**src/rtl/core/svpwm_pkg.sv**
```systemverilog
// ----------------------------------------------------------------------------
// svpwm_pkg
// Types, constants and helpers shared by the space-vector PWM duty core.
// ----------------------------------------------------------------------------
package svpwm_pkg;

  // widths of the internal fixed-point values
  localparam int unsigned W_SA = 34;   // sqrt3*alpha, Q31 signed
  localparam int unsigned W_T  = 36;   // x, y, z, t1, t2, Q32 signed
  localparam int unsigned W_ON = 38;   // doubled on-times, Q33 signed

  // sqrt3 in Q16, 113512
  localparam logic signed [17:0] SQRT3_Q16 = 18'sd113512;

  localparam logic signed [W_ON-1:0] ONE_Q32 = 38'sh01_0000_0000;
  localparam logic signed [W_ON-1:0] ONE_Q33 = 38'sh02_0000_0000;
  localparam logic [34:0]            ROUND_Q18 = 35'h0_0002_0000;
  localparam logic [15:0]            HALF_Q15 = 16'd16384;
  localparam logic [15:0]            FULL_Q15 = 16'd32768;

  // sector codes, 4c+2b+a from the projection signs
  localparam logic [2:0] SEC_ZERO = 3'd0;
  localparam logic [2:0] SEC_1    = 3'd1;
  localparam logic [2:0] SEC_2    = 3'd2;
  localparam logic [2:0] SEC_3    = 3'd3;
  localparam logic [2:0] SEC_4    = 3'd4;
  localparam logic [2:0] SEC_5    = 3'd5;
  localparam logic [2:0] SEC_6    = 3'd6;
  localparam logic [2:0] SEC_BAD  = 3'd7;

  typedef struct packed {
    logic signed [15:0] alpha_voltage;
    logic signed [15:0] beta_voltage;
  } svpwm_in_t;

  typedef struct packed {
    logic [2:0]  sector;
    logic [15:0] duty_a;
    logic [15:0] duty_b;
    logic [15:0] duty_c;
    logic [15:0] compare_a;
    logic [15:0] compare_b;
    logic [15:0] compare_c;
  } svpwm_out_t;

  // sector and vector times handed from the front end to the duty stages
  typedef struct packed {
    logic                   valid;
    logic [2:0]             sector;
    logic signed [W_T-1:0]  t1;
    logic signed [W_T-1:0]  t2;
  } svpwm_sel_t;

  // clamp a Q33 on-time to 0..1 and round it to unsigned Q1.15
  function automatic logic [15:0] to_q15(input logic signed [W_ON-1:0] v);
    logic [34:0] sum;
    sum = v[34:0] + ROUND_Q18;
    if (v < 0) begin
      return 16'd0;
    end else if (v > ONE_Q33) begin
      return FULL_Q15;
    end else begin
      return sum[33:18];
    end
  endfunction

endpackage

```
**src/rtl/core/space_vector_pwm_duty_core.sv**
```systemverilog
// ----------------------------------------------------------------------------
// space_vector_pwm_duty_core
// Space-vector PWM duty generator: alpha/beta voltage in, sector, three
// Q1.15 phase duties and three timer compare counts out.
//
//   channel   ports                        direction  transfer when
//   input     start_i, busy_o, in_data_i   in         start_i high, busy_o low
//   result    result_valid_o, result_o     out        result_valid_o high
//   config    cfg_we_i, cfg_wdata_i        in         cfg_we_i high
//
// Six register stages: a new vector can be taken every cycle and its result
// strobes once it has passed all six. The depth is set by the sqrt3 multiply,
// the Y/Z adds, the sector select, the on-time adds, the clamp/round and the
// period multiply, one per stage. busy_o stays low; nothing stalls since the
// receiver always takes results. Reset clears only the valid bits and loads
// period_top with 65535.
// ----------------------------------------------------------------------------
module space_vector_pwm_duty_core (
  input  logic                   clk_i,
  input  logic                   rst_ni,
  input  logic                   start_i,
  output logic                   busy_o,
  input  svpwm_pkg::svpwm_in_t   in_data_i,
  output logic                   result_valid_o,
  output svpwm_pkg::svpwm_out_t  result_o,
  input  logic                   cfg_we_i,
  input  logic [15:0]            cfg_wdata_i
);
  import svpwm_pkg::*;

  logic                   accept;
  svpwm_sel_t             sel;
  logic [15:0]            period_top_q;
  logic                   v4_q, v5_q, v6_q;
  logic [2:0]             sec4_q, sec5_q;
  logic signed [W_ON-1:0] ta_d, tb_d, tc_d, ta_q, tb_q, tc_q;
  logic [15:0]            qa, qb, qc;
  logic [15:0]            da_d, db_d, dc_d, da_q, db_q, dc_q;
  logic [31:0]            pa, pb, pc;
  svpwm_out_t             res_q;

  assign busy_o = 1'b0;
  assign accept = start_i && !busy_o;

  // period register
  always_ff @(posedge clk_i or negedge rst_ni) begin
    if (!rst_ni) begin
      period_top_q <= 16'hFFFF;
    end else if (cfg_we_i) begin
      period_top_q <= cfg_wdata_i;
    end
  end

  // stages 1 to 3: sector and vector times
  svpwm_sector u_sector (
    .clk_i   (clk_i),
    .rst_ni  (rst_ni),
    .valid_i (accept),
    .in_i    (in_data_i),
    .sel_o   (sel)
  );

  // stage 4: doubled on-times in Q33
  assign ta_d = ONE_Q32 - W_ON'(sel.t1) - W_ON'(sel.t2);
  assign tb_d = ONE_Q32 + W_ON'(sel.t1) - W_ON'(sel.t2);
  assign tc_d = ONE_Q32 + W_ON'(sel.t1) + W_ON'(sel.t2);

  always_ff @(posedge clk_i or negedge rst_ni) begin
    if (!rst_ni) begin
      v4_q <= 1'b0;
      v5_q <= 1'b0;
      v6_q <= 1'b0;
    end else begin
      v4_q <= sel.valid;
      v5_q <= v4_q;
      v6_q <= v5_q;
    end
  end

  always_ff @(posedge clk_i) begin
    ta_q   <= ta_d;
    tb_q   <= tb_d;
    tc_q   <= tc_d;
    sec4_q <= sel.sector;
  end

  // stage 5: clamp, round and route to phases
  assign qa = to_q15(ta_q);
  assign qb = to_q15(tb_q);
  assign qc = to_q15(tc_q);

  always_comb begin
    case (sec4_q)
      SEC_1: begin
        da_d = qb; db_d = qa; dc_d = qc;
      end
      SEC_2: begin
        da_d = qa; db_d = qc; dc_d = qb;
      end
      SEC_3: begin
        da_d = qa; db_d = qb; dc_d = qc;
      end
      SEC_4: begin
        da_d = qc; db_d = qb; dc_d = qa;
      end
      SEC_5: begin
        da_d = qc; db_d = qa; dc_d = qb;
      end
      SEC_6: begin
        da_d = qb; db_d = qc; dc_d = qa;
      end
      default: begin
        da_d = HALF_Q15; db_d = HALF_Q15; dc_d = HALF_Q15;
      end
    endcase
  end

  always_ff @(posedge clk_i) begin
    da_q   <= da_d;
    db_q   <= db_d;
    dc_q   <= dc_d;
    sec5_q <= sec4_q;
  end

  // stage 6: scale duties by the timer top into compare counts
  assign pa = da_q * period_top_q;
  assign pb = db_q * period_top_q;
  assign pc = dc_q * period_top_q;

  always_ff @(posedge clk_i) begin
    res_q.sector    <= sec5_q;
    res_q.duty_a    <= da_q;
    res_q.duty_b    <= db_q;
    res_q.duty_c    <= dc_q;
    res_q.compare_a <= pa[30:15];
    res_q.compare_b <= pb[30:15];
    res_q.compare_c <= pc[30:15];
  end

  assign result_valid_o = v6_q;
  assign result_o       = res_q;

`ifndef SYNTH
  // every transfer strobes a result at the end of the pipeline
  a_latency: assert property (@(posedge clk_i) disable iff (!rst_ni)
    accept |-> ##6 result_valid_o)
    else $error("result strobe missing after input transfer");

  // duties never exceed one
  a_duty_range: assert property (@(posedge clk_i) disable iff (!rst_ni)
    result_valid_o |-> (result_o.duty_a <= FULL_Q15) &&
      (result_o.duty_b <= FULL_Q15) && (result_o.duty_c <= FULL_Q15))
    else $error("duty above full scale");

  // zero vector gives half duty on all phases
  a_zero_half: assert property (@(posedge clk_i) disable iff (!rst_ni)
    result_valid_o && (result_o.sector == SEC_ZERO) |->
      (result_o.duty_a == HALF_Q15) && (result_o.duty_b == HALF_Q15) &&
      (result_o.duty_c == HALF_Q15))
    else $error("zero vector duty not half");

  // sector code seven cannot come out of the sign decode
  a_sector_code: assert property (@(posedge clk_i) disable iff (!rst_ni)
    result_valid_o |-> (result_o.sector != SEC_BAD))
    else $error("invalid sector code");

  // compare counts stay within the timer top
  a_cmp_range: assert property (@(posedge clk_i) disable iff (!rst_ni)
    result_valid_o |-> (result_o.compare_a <= period_top_q) &&
      (result_o.compare_b <= period_top_q) &&
      (result_o.compare_c <= period_top_q))
    else $error("compare count above period top");
`endif

endmodule

```
**src/rtl/core/svpwm_sector.sv**
```systemverilog
// ----------------------------------------------------------------------------
// svpwm_sector
// Front end: sqrt3 scaling, X/Y/Z, sector decode and t1/t2 selection over
// three register stages.
// ----------------------------------------------------------------------------
module svpwm_sector (
  input  logic                   clk_i,
  input  logic                   rst_ni,
  input  logic                   valid_i,
  input  svpwm_pkg::svpwm_in_t   in_i,
  output svpwm_pkg::svpwm_sel_t  sel_o
);
  import svpwm_pkg::*;

  logic                   v1_q, v2_q, v3_q;
  logic signed [W_SA-1:0] sa_d, sa_q;
  logic signed [15:0]     be1_q, be2_q;
  logic signed [W_T-1:0]  y_d, z_d, y_q, z_q;
  logic signed [W_T-1:0]  x2;
  logic [2:0]             sec_d, sec3_q;
  logic signed [W_T-1:0]  t1_d, t2_d, t1_q, t2_q;

  // stage 1: sqrt3 * alpha
  assign sa_d = W_SA'(in_i.alpha_voltage) * W_SA'(SQRT3_Q16);

  always_ff @(posedge clk_i or negedge rst_ni) begin
    if (!rst_ni) begin
      v1_q <= 1'b0;
    end else begin
      v1_q <= valid_i;
    end
  end

  always_ff @(posedge clk_i) begin
    sa_q  <= sa_d;
    be1_q <= in_i.beta_voltage;
  end

  // stage 2: y and z in Q32
  assign y_d = W_T'(sa_q) + (W_T'(be1_q) <<< 16);
  assign z_d = (W_T'(be1_q) <<< 16) - W_T'(sa_q);

  always_ff @(posedge clk_i or negedge rst_ni) begin
    if (!rst_ni) begin
      v2_q <= 1'b0;
    end else begin
      v2_q <= v1_q;
    end
  end

  always_ff @(posedge clk_i) begin
    y_q   <= y_d;
    z_q   <= z_d;
    be2_q <= be1_q;
  end

  // stage 3: sector from signs, then pick t1 and t2
  assign x2 = W_T'(be2_q) <<< 17;

  always_comb begin
    sec_d = {y_q < 0, z_q < 0, be2_q > 0};
    t1_d  = '0;
    t2_d  = '0;
    case (sec_d)
      SEC_1: begin
        t1_d = z_q;   t2_d = y_q;
      end
      SEC_2: begin
        t1_d = y_q;   t2_d = -x2;
      end
      SEC_3: begin
        t1_d = -z_q;  t2_d = x2;
      end
      SEC_4: begin
        t1_d = -x2;   t2_d = z_q;
      end
      SEC_5: begin
        t1_d = x2;    t2_d = -y_q;
      end
      SEC_6: begin
        t1_d = -y_q;  t2_d = -z_q;
      end
      default: begin
        t1_d = '0;    t2_d = '0;
      end
    endcase
  end

  always_ff @(posedge clk_i or negedge rst_ni) begin
    if (!rst_ni) begin
      v3_q <= 1'b0;
    end else begin
      v3_q <= v2_q;
    end
  end

  always_ff @(posedge clk_i) begin
    sec3_q <= sec_d;
    t1_q   <= t1_d;
    t2_q   <= t2_d;
  end

  assign sel_o = {v3_q, sec3_q, t1_q, t2_q};

endmodule

```
**config.mk**
```make
export PLATFORM = sky130hd
export DESIGN_NAME = space_vector_pwm_duty_core
export DESIGN_NICKNAME = d
export VERILOG_FILES = /design/src/rtl/core/svpwm_pkg.sv /design/src/rtl/core/space_vector_pwm_duty_core.sv /design/src/rtl/core/svpwm_sector.sv
export SDC_FILE = /design/constraint.sdc
export NUM_CORES = 2
export LEC_CHECK = 0
export BUFFER_PORTS_ARGS = -buffer_cell sky130_fd_sc_hd__clkbuf_2
export CAP_MARGIN = 20
export CORE_ASPECT_RATIO = 1.1
export CORE_UTILIZATION = 50
export CTS_BUF_LIST = sky130_fd_sc_hd__clkbuf_8
export CTS_CLUSTER_DIAMETER = 200
export DETAILED_ROUTE_END_ITERATION = 10
export PLACE_DENSITY = 0.77
export SYNTH_ARGS = -nofsm -noshare
export SYNTH_HDL_FRONTEND = slang
export SYNTH_SLANG_ARGS = --single-unit
```
**constraint.sdc**
```tcl
create_clock -name clk_i -period 7.35 [get_ports clk_i]
set_input_delay 0 -clock clk_i [delete_from_list [all_inputs] [get_ports clk_i]]
set_output_delay 0 -clock clk_i [all_outputs]
set_load 0.03 [all_outputs]
```
==> summary.md <==
| Metric | Value |
|---|---|
| Final Wtd Congestion | `0.958` |
| DRT antenna net count | `0` |
| Residual DRC | `0` |
| Syn_area_per_cell | `8.97 um2` |
| Yosys Warn Count | `0` |
| Critical Path RT | `8.00 ns` |
| Final setup vio count | `0` |
| Minimum clock period after layout | `7.11 ns` |
| Share of layout cells above drive strength 1 | `0.0685` |
| Initial Utilization | `0.506` |
| Num CTS Buffers | `81` |
| FF+latch area | `9600 um2` |
| Final TNS setup | `0 ns` |
| Final WL | `132 mm` |
| I/O pins | `153` |
| Fin area | `56,500 um2` |
| Max-Cap Viols | `0` |
| Sequential area share after synthesis | `0.185` |
| Setup Buffers After CTS | `0` |
| Final Hold Fails | `0` |
| Clk Latency, worst-skew pair | `0.76 ns` |
| Post-DP Area | `54,000 um2` |
| Filler cells | `9,047` |
| CTS tree | `yes` |
| Htree depth | `3` |
| Clk buf depth | `3` |
| First-pass GRT wire length | `216 mm` |
| FFs w/ async S/R, synth | `0.0465` |
| Most frequent cells in the layout | `inv_1, fa_1, nand2_1` |
| Overall Global Routing Usage | `0.256` |
| EDFF count, synth | `0` |
| Fmax | `141 MHz` |
| Die Height | `340 um` |
| DRT Pass-1 Iters | `7` |
| Synth top area cells | `fa_1, dfxtp_1, ha_1` |
| Reg2reg path depth | `22` |
| Largest net degree at the start of global routing | `73` |
| Drt wl/cell | `17.8 um` |
| Vias in the first global route | `42,900` |
| DR vias | `40,200` |
| Leakage Power | `0.0277 uW` |
| 1st-iter DRT viols | `2,636` |
| Critical Path Fanout Max | `33` |
| WS Path Type | `flip-flop to flip-flop` |
| Cell Area, Synth | `51,800 um2` |
| Power Density | `407 nW/um2` |
| Syn_nets | `7,112` |
| Area of the multi-input gates | `37,400 um2` |
| GRT overflow | `0` |
| Final-report max-slew violation count | `0` |
| Routed vias/inst | `5.45` |
| Die X | `309 um` |
| RSZ-0062 raised after global routing | `false` |
| Arrival time at the worst endpoint | `7.76 ns` |
| # rows | `123` |
| Clk sinks | `473` |
| Nets | `7,255` |
| Hpwl dp | `104 mm` |
| Initial antenna violation count | `4` |
| Synth Flop Type | `dfxtp_1` |
| Peak supply drop | `0.347 mV` |
| Layout area overhead | `9.04%` |
| Worst setup EP type | `flip-flop` |
| Library cells used by synthesis | `84` |
| Total Die Area | `105,000 um2` |
| Area of the core | `102,000 um2` |
| Area share of the leading cell type in the synthesized netlist | `0.270` |
| Relative slew slack | `0.260` |
| FF+latch count, synth | `473` |
| Clock-pin slew on the worst setup and hold paths | `0.07 ns` |
| Clock root buffer | `clkbuf_8` |
| Slew @ Worst Pin | `1.11 ns` |
| Mapped Cells | `5,781` |
| Commonest non-fill, non-tap cell in the layout | `inv_1` |
| Status | `complete, no violations` |
| Post-route clock period utilization | `0.967` |
| Clock Skew | `0.0675 ns` |
| Crit start category | `flip-flop` |
| Worst hold path type | `primary input to flip-flop` |
| Port-buffer cells | `151` |
| Hold Slack | `0.0440 ns` |
| Worst hold stages | `2` |
| Synth area leader | `fa_1` |
## cells in the mapped netlist, types with 9 or more instances
master	instances
xor2_1	110
nor2b_1	28
nand2b_1	33
dfxtp_1	451
dfstp_2	16
nor3_1	59
a21o_1	67
and3_1	24
inv_1	1068
o21bai_1	39
a22oi_1	41
nand2_1	586
nor4_1	50
nand3_1	59
a31oi_1	26
or3_1	19
a32oi_1	10
and2_1	354
nand4_1	26
a221oi_1	30
mux2i_1	19
ha_1	580
a211oi_1	10
fa_1	699
o21a_1	29
o221ai_1	24
xnor2_1	224
clkbuf_1	198
o211ai_1	9
o21ai_0	102
o22ai_1	32
or4_1	10
nor2_1	317
a222oi_1	10
buf_1	12
a211o_1	12
a21oi_1	237
o31ai_1	20
mux2_2	23
## worst max-delay path: stages (launching register included)
cell and delay [ns]:
dfstp_2 0.76, buf_4 0.46, nand2_1 0.17, fa_1 0.56, inv_1 0.06, fa_1 0.55
fa_1 0.44, fa_1 0.47, fa_1 0.50, inv_1 0.05, fa_1 0.47, inv_1 0.04
ha_1 0.34, a21o_1 0.18, a21o_1 0.17, a21oi_1 0.20, o21ai_0 0.12, a32oi_1 0.24
o21ai_0 0.30, a41oi_1 0.44, a21oi_1 0.15, a21oi_1 0.20, xnor2_1 0.13
## report_power, final
part / internal [uW] / leakage, uW / total [uW] / switching, uW
registers: 3750 / 0.00400 / 4750 / 995
clock network: 1580 / 0.00102 / 2780 / 1190
logic: 6450 / 0.0227 / 15500 / 9000
total: 11800 / 0.0277 / 23000 / 11200
## logic make-up (layout without fill, tap and decap cells)
family	count (synthesis)	after routing	share of synthesized area
AO/OA/AOI/OAI	762	762	0.0971
XOR/XNOR	334	334	0.0564
adder cells (fa/ha/maj)	1279	1279	0.410
buffers and inverters	1290	1497	0.0938
flip-flops	473	473	0.185
multiplexers	42	42	0.00867
other	1	6	0.0000723
AND/OR/NAND/NOR	1600	1600	0.149
## state kept, by name (all words and copies together), names as in the netlist, 3 cells and up
signal / cells
sec5_q: 3
u_sector.z_q: 31
result_o: 99
ta_q: 34
u_sector.be2_q: 16
u_sector.sa_q: 31
u_sector.t1_q: 33
tc_q: 35
tb_q: 34
u_sector.t2_q: 33
u_sector.sec3_q: 3
db_q: 16
da_q: 16
dc_q: 16
u_sector.y_q: 32
sec4_q: 3
u_sector.be1_q: 16
period_top_q: 16
## metrics by stage
stage / instances / power (uW) / setup WS, ns / util
after floorplan: 5781 / 16300 / 0.674 / -
after global placement: 7153 / 19600 / 0.453 / 0.527
after detailed placement: 7154 / 20000 / 0.363 / 0.527
after CTS: 7363 / 23000 / 0.308 / 0.551
after global routing: 7366 / 25300 / 0.00865 / 0.551
final: 7368 / 23000 / 0.241 / 0.551
## layer usage
layer | share of wire | GRT usage
met4 | 0.058 | 0.142
met5 | 0.000099 | 0
met3 | 0.064 | 0.0357
met1 | 0.37 | 0.285
met2 | 0.51 | 0.464
## cell type report
class | count | share of cell area
diodes | 5 | 0.000221
clock buffers | 94 | 0.0229
clock inverters | 53 | 0.0105
inverters | 1072 | 0.0712
multi-input cells | 4018 | 0.661
flip-flops and latches | 473 | 0.170
well taps | 1375 | 0.0304
repair buffers | 278 | 0.0336
## what timing repair did
action | in CTS | in global routing
endpoints found under the hold margin | 61 | 0
gates resized for setup | 0 | 3
endpoints found under the setup margin | 0 | 2
hold buffers | 62 | 0
## path summary, 6_finish.rpt
check	slack [ns]	to	start
worst max-delay path	0.24	result_o[47]	period_top_q[10]
worst min-delay path	0.04	period_top_q[0]	cfg_we_i
worst max register to register	0.24	result_o[47]	period_top_q[10]
worst min register to register	0.32	result_o[96]	sec5_q[0]
max in group asynchronous	6.34	v4_q	rst_ni
min in group asynchronous	0.24	period_top_q[3]	rst_ni
Power figures use the tool's default switching activity.
